**src/sv/ssjac_pkg.sv**
```systemverilog
`timescale 1ns / 1ps
package ssjac_pkg;

  typedef enum logic [1:0] {
    KIND_APPEND_A = 2'd0,
    KIND_APPEND_B = 2'd1,
    KIND_COMPARE  = 2'd2,
    KIND_UNUSED   = 2'd3
  } kind_t;

  localparam int COMMON_W = 11;
  localparam int UNION_W  = 12;
  localparam int RATIO_W  = 16;

  typedef enum logic [2:0] {
    ST_IDLE,
    ST_FETCH,
    ST_CMP,
    ST_DIV,
    ST_OUT
  } bk_state_t;

  typedef struct packed {
    logic   is_cmp;
    logic   sel_b;
    logic   ovf;
  } req_ctl_t;

endpackage

```
**src/sv/ssjac_front.sv**
```systemverilog
`timescale 1ns / 1ps
// Classifies requests, writes set stores' addresses/data, queues compares.
module ssjac_front #(
  parameter int MAX_SET_SIZE = 1024,
  parameter int ID_WIDTH     = 32,
  localparam int CW = $clog2(MAX_SET_SIZE + 1),
  localparam int AW = $clog2(MAX_SET_SIZE)
) (
  input  logic                clk,
  input  logic                rst_n,
  input  logic                in_valid,
  output logic                in_ready,
  input  logic [1:0]          in_kind,
  input  logic [31:0]         in_element_id,
  // store write port
  output logic                wr_en,
  output logic                wr_sel_b,
  output logic [AW-1:0]       wr_addr,
  output logic [ID_WIDTH-1:0] wr_data,
  // back end is walking the stores
  input  logic                merge_busy,
  // queue to back end: one compare slot
  output logic                q_valid,
  input  logic                q_ready,
  output logic [CW-1:0]       q_cnt_a,
  output logic [CW-1:0]       q_cnt_b,
  output ssjac_pkg::req_ctl_t q_ctl
);

  logic [CW-1:0] cnt_a_r, cnt_a_nxt, cnt_b_r, cnt_b_nxt;
  logic          ovf_r, ovf_nxt;
  logic          busy_r, busy_nxt;
  logic          acc;
  logic          full_sel;
  logic [63:0]   id_ext;

  // while a compare is pending or being merged, the stores belong to the back end
  assign in_ready = !busy_r && !merge_busy;
  assign acc      = in_valid && in_ready;
  assign full_sel = (in_kind == ssjac_pkg::KIND_APPEND_B) ?
                    (cnt_b_r >= CW'(MAX_SET_SIZE)) : (cnt_a_r >= CW'(MAX_SET_SIZE));
  assign id_ext   = {32'd0, in_element_id};
  assign wr_data  = id_ext[ID_WIDTH-1:0];
  assign wr_sel_b = (in_kind == ssjac_pkg::KIND_APPEND_B);
  assign wr_addr  = wr_sel_b ? cnt_b_r[AW-1:0] : cnt_a_r[AW-1:0];
  assign wr_en    = acc && !full_sel && (in_kind == ssjac_pkg::KIND_APPEND_A ||
                    in_kind == ssjac_pkg::KIND_APPEND_B);

  assign q_valid      = busy_r;
  assign q_cnt_a      = cnt_a_r;
  assign q_cnt_b      = cnt_b_r;
  assign q_ctl.is_cmp = 1'b1;
  assign q_ctl.sel_b  = 1'b0;
  assign q_ctl.ovf    = ovf_r;

  always_comb begin
    cnt_a_nxt = cnt_a_r;
    cnt_b_nxt = cnt_b_r;
    ovf_nxt   = ovf_r;
    busy_nxt  = busy_r;
    if (busy_r && q_ready) begin
      busy_nxt  = 1'b0;
      cnt_a_nxt = '0;
      cnt_b_nxt = '0;
      ovf_nxt   = 1'b0;
    end else if (acc) begin
      case (in_kind)
        ssjac_pkg::KIND_APPEND_A: begin
          if (full_sel) ovf_nxt = 1'b1;
          else cnt_a_nxt = cnt_a_r + 1'b1;
        end
        ssjac_pkg::KIND_APPEND_B: begin
          if (full_sel) ovf_nxt = 1'b1;
          else cnt_b_nxt = cnt_b_r + 1'b1;
        end
        ssjac_pkg::KIND_COMPARE: busy_nxt = 1'b1;
        default: ;
      endcase
    end
  end

  always_ff @(posedge clk) begin
    if (!rst_n) begin
      cnt_a_r <= '0;
      cnt_b_r <= '0;
      ovf_r   <= 1'b0;
      busy_r  <= 1'b0;
    end else begin
      cnt_a_r <= cnt_a_nxt;
      cnt_b_r <= cnt_b_nxt;
      ovf_r   <= ovf_nxt;
      busy_r  <= busy_nxt;
    end
  end

`ifndef ASSERT_OFF
  a_cnt_a_max: assert property (@(posedge clk) disable iff (!rst_n)
    cnt_a_r <= CW'(MAX_SET_SIZE)) else $error("set A count past capacity");
  a_no_write_busy: assert property (@(posedge clk) disable iff (!rst_n)
    (busy_r || merge_busy) |-> !wr_en) else $error("store write during compare");
  a_clear: assert property (@(posedge clk) disable iff (!rst_n)
    (busy_r && q_ready) |=> (cnt_a_r == '0 && cnt_b_r == '0 && !ovf_r))
    else $error("sets not cleared after compare");
`endif

endmodule

```
**config.mk**
```make
export PLATFORM = sky130hd
export DESIGN_NAME = ssjac_front
export DESIGN_NICKNAME = d
export VERILOG_FILES = /design/src/sv/ssjac_pkg.sv /design/src/sv/ssjac_front.sv
export SDC_FILE = /design/constraint.sdc
export NUM_CORES = 1
export LEC_CHECK = 0
export BUFFER_PORTS_ARGS = -buffer_cell sky130_fd_sc_hd__buf_2
export CORE_MARGIN = 2
export CORE_UTILIZATION = 32
export CTS_CLUSTER_DIAMETER = 60
export CTS_CLUSTER_SIZE = 40
export DETAILED_ROUTE_END_ITERATION = 10
export PLACE_DENSITY_LB_ADDON = 0.08
export SLEW_MARGIN = 5
export SYNTH_ARGS = -nofsm -noshare
export SYNTH_HDL_FRONTEND = slang
export SYNTH_SLANG_ARGS = --single-unit
```
**constraint.sdc**
```tcl
create_clock -name clk -period 2.1 [get_ports clk]
set_input_delay 0.63 -clock clk [delete_from_list [all_inputs] [get_ports clk]]
set_output_delay 0.63 -clock clk [all_outputs]
set_load 0.1 [all_outputs]
```
==> metrics.md, run 1 <==
| Metric | Value |
|---|---|
| Outcome | `finished with violations` |
| Violated checks | `negative setup slack` |
| Worst ir drop on vdd | `0.000334 V` |
| Post-synth EDFFs | `0` |
| Drt drc | `0` |
| CTS max path bufs | `2` |
| Unrepaired setup endpoints after global routing | `true` |
| Setup Viol. Count Final | `9` |
| CTS tree | `built` |
| Later-pin clock latency in the skew report | `0.26 ns` |
| Mapped cell area | `1540 sq um` |
| Max-Cap Viols | `0` |
| Root buffer selected by CTS | `clkbuf_8` |
| Asr flop ratio synth | `0%` |
| CP startpoint kind | `input pin` |
| Die W | `roughly 73 um` |
| Final Cycle Share | `106%` |
| Routed wire length | `3.72 mm` |
| # fillers | `approximately 480` |
| Final Max Slew Viols | `0` |
| P_leak | `about 0.86 nW` |
| Dpl hpwl | `2.94 mm` |
| Antenna violations before repair | `0` |
| First-pass GRT wire length | `between 5 and 6 mm` |
| Yosys reg bits | `24` |
| Most frequent cell after synthesis | `buf_4` |
| Hold_buf cts | `0` |
| Worst-path fanout max | `3` |
| Synth Flop Type | `dfxtp_1` |
| CP Capture Type | `output port` |
| Area after DPL | `1910 sq um` |
| Largest net degree at the start of global routing | `23` |
| Initial DRT Pass Iterations | `4` |
| Vias in the first global route | `about 1200` |
| Nets@finish | `roughly 240` |
| Largest area contributor in the netlist | `dfxtp_1` |
| Total Routing Usage GR | `between 10% and 20%` |
| Initial DRC count | `39` |
| Worst hold path depth | `2` |
| Core ar. | `4690 sq um` |
| DP Cell Count | `between 200 and 250` |
| Fin crit period | `2.23 ns` |
| Area growth from synthesis to layout | `27.4%` |
| Hold Crit Class | `reg -> reg` |
| Highest Clock Rate | `448 MHz` |
| Final worst slack | `-0.135 ns` |
| Drt wl/cell | `~15 um` |
| Initial Utilization | `between 30% and 40%` |
| TritonCTS Buffers | `3` |
| H-Tree Depth | `1` |
| Final Hold Fails | `0` |
| Clk sinks | `24` |
| Total number of vias | `about 1200` |
| Design area | `around 2000 sq um` |
| Syn Inst Count | `180` |
| WP data arrival | `~1.6 ns` |
| Syn avg cell area | `approximately 8.6 sq um` |
| Layout cells sized above 1 | `between 50% and 60%` |
| # IOs | `between 100 and 150` |
| Storage cell area | `between 500 and 600 sq um` |
| Area of the multi-input gates | `around 830 sq um` |
| Synth Net Count | `roughly 220` |
| Req. time, crit path | `between 1 and 1.5 ns` |
| Via/cell ratio | `about 5` |
| GPL Wtd Cong | `roughly 0.71` |
| Clock-pin transition on the worst setup and hold timing paths | `roughly 0.08 ns` |
| Count of cell types in the netlist | `29` |
| Kind of critical path | `in -> out` |
| Synth Warn # | `0` |
| Top cells by area, synth | `dfxtp_1, buf_4, xor2_1, mux2_2, nor2_1` |
| Final Non-Filler Cells | `252` |
| P per Cell Area | `453 nW/um^2` |
| Die Y-Extent | `roughly 73 um` |
| Seq/Total Area, Yosys | `31.2%` |
| Antenna viol nets, final | `0` |
| PortBufs | `43` |
| Row Count | `25` |
| Synth top cells by count | `buf_4, dfxtp_1, nor2_1` |
| Total gr overflow | `0` |
| Post-Route Skew | `0.00291 ns` |
| Antenna Cells | `0` |
| R2R cell count | `5` |
| Hold slack | `0.480 ns` |
| Die ar. | `5390 sq um` |
| Area share of the leading cell type in the synthesized netlist | `31.2%` |
## registers in the layout (all words and copies together), names as in the netlist
signal and count:
ovf_r 1, q_cnt_a 11, q_cnt_b 11, q_valid 1
## cell families after synthesis
group	Yosys count	synth area share (%)
compound gates	11	3.90
xor+xnor	15	8.52
fa+ha+maj	2	1.62
buf+inv	42	18.9
flops	24	31.2
mux	10	7.31
other cells	2	0.487
simple gates	74	28.1
## metal layers
metal | track usage (%) | part of all wire, % | vias to the layer above | wire length [um]
li1 | - | - | 609 | -
met1 | 17.5 | 43 | 564 | 1620
met3 | 4.80 | 8.1 | 12 | 301
met4 | 3.84 | 1.7 | 0 | 63
met2 | 22.8 | 47 | 46 | 1740
met5 | 0 | 0 | - | 0
## area by class of cell
type	instances	area share, %
clock buffers	3	2.10
inverters	3	0.765
multi-input cells	114	42.4
flip-flops and latches	24	25.9
well taps	54	3.44
repair buffers	54	25.4
## cell usage in the layout (no fill, tap or decap), drive strengths merged, types with 4 or more instances in the layout
cell   Yosys  final
buf       39     54
dfxtp     24     24
nor2      21     21
xor2      15     15
nand2     14     14
nand3     10     10
mux2      10     10
nand4      7      7
a21oi      6      6
and2       4      4
nor3b      4      4
and3       4      4
## worst max-delay path, stage by stage
cell and delay (ns):
buf_6 0.09, nand2b_4 0.14, mux2_4 0.32, nor3b_4 0.22, buf_12 0.20
## what timing repair did
action / in CTS / in global routing
pin swaps: 1 / 1
resized for setup: 1 / 0
endpoints found under the setup margin: 10 / 11
setup buffers: 1 / 0
## metrics by stage
step                TNS, ns  utilization (%)  power [mW]  setup slack [ns]
floorplan            -0.810                -       0.864            -0.447
global route          -1.26             41.8       0.927            -0.178
global placement      -1.06             40.7       0.624            -0.149
detailed placement    -1.15             40.7       0.626            -0.162
finish               -0.957             41.8       0.888            -0.135
CTS                   -1.06             41.8       0.903            -0.159
## final timing paths
path,start,to,slack (ns)
setup / recovery,in_kind[1],wr_en,-0.13
hold / removal,q_cnt_b[9],q_cnt_b[9],0.48
setup reg to reg,q_valid,q_cnt_b[7],0.61
hold reg to reg,q_cnt_b[9],q_cnt_b[9],0.48
## power breakdown
| group | switching (mW) | internal, mW | total, mW | leakage, nW |
|---|---|---|---|---|
| logic | 0.104 | 0.0503 | 0.155 | 0.630 |
| registers | 0.00394 | 0.457 | 0.461 | 0.205 |
| clock network | 0.144 | 0.128 | 0.273 | 0.0216 |
No activity file was read; power rests on OpenSTA's default activity.
==> run 2, diff against run 1 <==
==> constraint.sdc (replaced) <==
create_clock -name clk -period 2.05 [get_ports clk]
set_input_delay 0.615 -clock clk [delete_from_list [all_inputs] [get_ports clk]]
set_output_delay 0.615 -clock clk [all_outputs]
set_load 0.1 [all_outputs]
==> run 2 against run 1 <==
- the run still ends with negative setup slack left
- core utilization grew 0.19 points
- register-to-register slack lost 0.06 ns
- sequential power grew 2%
- die area is the same
- non-clock buffer count grew 1
- count of clock-buffer cells in the layout is the same
- worst setup slack lost 0.022 ns
- combinational power grew 3%
- critical path depth is the same
- final area grew 0.45%
- sequential cell count is the same
- cell count grew 0.40%
- critical path type unchanged
- critical endpoint unchanged
==> metrics.md, run 2 (synthesized netlist as in run 1, its figures left out) <==
| Metric | Value |
|---|---|
| Commonest cells after routing, fill and taps aside | `buf_2, dfxtp_2, nor2_1, xor2_1, nand2_1` |
| # IOs | `110` |
| Initial DRC count | `25` |
| Total number of vias | `about 1300` |
| H-Tree Depth | `1` |
| Violated checks | `negative setup slack` |
| Met1 Usage GRT | `about 17%` |
| Worst ir drop on vdd | `roughly 0.00038 V` |
| Initial Utilization | `between 30 and 40%` |
| Max-Cap Viols | `0` |
| Later-pin clock latency in the skew report | `approximately 0.26 ns` |
| Total gr overflow | `0` |
| Antenna Cells | `0` |
| Die Y-Extent | `73.4 um` |
| CTS tree | `built` |
| Met3 Track Usage GR | `slightly below 4%` |
| GPL Wtd Cong | `slightly above 0.7` |
| Commonest non-fill, non-tap cell in the layout | `buf_2` |
| Post-Route Skew | `roughly 0.0017 ns` |
| Highest Clock Rate | `453 MHz` |
| Row Count | `25` |
| Final worst slack | `-0.156 ns` |
| Design area | `a little under 2000 sq um` |
| Die ar. | `between 5000 and 6000 sq um` |
| P_leak | `between 0.8 and 0.9 nW` |
| P per Cell Area | `~460 nW/um^2` |
| Clock-pin transition on the worst setup and hold timing paths | `roughly 0.08 ns` |
| Initial DRT Pass Iterations | `4` |
| Layout cells sized above 1 | `roughly 52%` |
| Via/cell ratio | `between 4 and 5` |
| Final Util | `between 40 and 50%` |
| Nets@finish | `about 240` |
| Worst-path fanout max | `3` |
| # fillers | `482` |
| Total Routing Usage GR | `between 10 and 15%` |
| First-pass GRT wire length | `roughly 5.7 mm` |
| CP Capture Type | `output port` |
| CTS max path bufs | `2` |
| Hold_buf cts | `0` |
| Kind of critical path | `in -> out` |
| WP data arrival | `about 1.6 ns` |
| Routed wire length | `~3.6 mm` |
| TritonCTS Buffers | `3` |
| Final Max Slew Viols | `0` |
| Busiest grt layer | `met2` |
| Req. time, crit path | `1.43 ns` |
| Setup Viol. Count Final | `11` |
| Fin crit period | `roughly 2.2 ns` |
| Power, Total | `about 0.91 mW` |
| Outcome | `finished with violations` |
| Vias in the first global route | `around 1200` |
| Drt drc | `0` |
| Setup TNS | `-1.19 ns` |
| Dpl hpwl | `2.83 mm` |
| Largest net degree at the start of global routing | `23` |
| Area after DPL | `approximately 1900 sq um` |
| Core ar. | `around 4700 sq um` |
| Clk sinks | `24` |
| Hold Crit Class | `reg -> reg` |
| Antenna violations before repair | `0` |
| Root buffer selected by CTS | `clkbuf_8` |
| Final Hold Fails | `0` |
| Unrepaired setup endpoints after global routing | `true` |
| Area growth from synthesis to layout | `27.9%` |
| Antenna viol nets, final | `0` |
| Die W | `between 70 and 80 um` |
| CP startpoint kind | `input pin` |
| GRT met2 Usage | `around 22%` |
| Final Cycle Share | `108%` |
| Drt wl/cell | `between 10 and 15 um` |
| PortBufs | `43` |
-- run 2: cell type report --
cell class	count	area, sq um	area share [%]
tap	54	67.6	3.43
multi-input combinational	114	832	42.2
clock buffer	3	41.3	2.09
inverter	3	15.0	0.761
timing repair buffer	55	507	25.7
sequential	24	509	25.8
-- run 2: what timing repair did --
item / CTS / global route
endpoints found under the setup margin: 10 / 11
pin swaps: 1 / 1
gates resized for setup: 1 / 0
buffers inserted: 1 / 1
endpoints found under the hold margin: 0 / 0
gates cloned: 0 / 0
-- run 2: worst paths after layout --
| kind | startpoint | endpoint | slack (ns) | depth (start not counted) |
|---|---|---|---|---|
| setup / recovery | in_kind[1] | wr_en | -0.16 | 5 |
| setup reg to reg | q_valid | q_cnt_b[7] | 0.55 | 5 |
| hold / removal | ovf_r | ovf_r | 0.49 | 2 |
| hold reg to reg | ovf_r | ovf_r | 0.49 | 2 |
-- run 2: critical path: stages --
cell and delay, ns:
buf_6 0.09, nand2b_4 0.14, mux2_4 0.32, nor3b_4 0.22, buf_12 0.20
-- run 2: power breakdown --
group	switching (mW)	internal, mW	leakage [nW]
logic	0.107	0.0528	0.635
clock network	0.142	0.131	0.0216
registers	0.00395	0.468	0.205
total	0.254	0.652	0.862
-- run 2: per-layer routing --
metal / part of all wire, % / vias to the layer above
li1: - / 611
met1: 45 / 573
met2: 46 / 44
met3: 6.4 / 22
met4: 2.2 / 0
met5: 0 / -
-- run 2: stage by stage --
stage          hold slack [ns]  cells  setup WS, ns
6_report                 0.486    253        -0.156
5_1_grt                  0.505    253        -0.178
4_1_cts                  0.490    252        -0.180
3_5_place_dp             0.469    248        -0.184
3_3_place_gp             0.471    248        -0.170
2_1_floorplan            0.438    180        -0.467
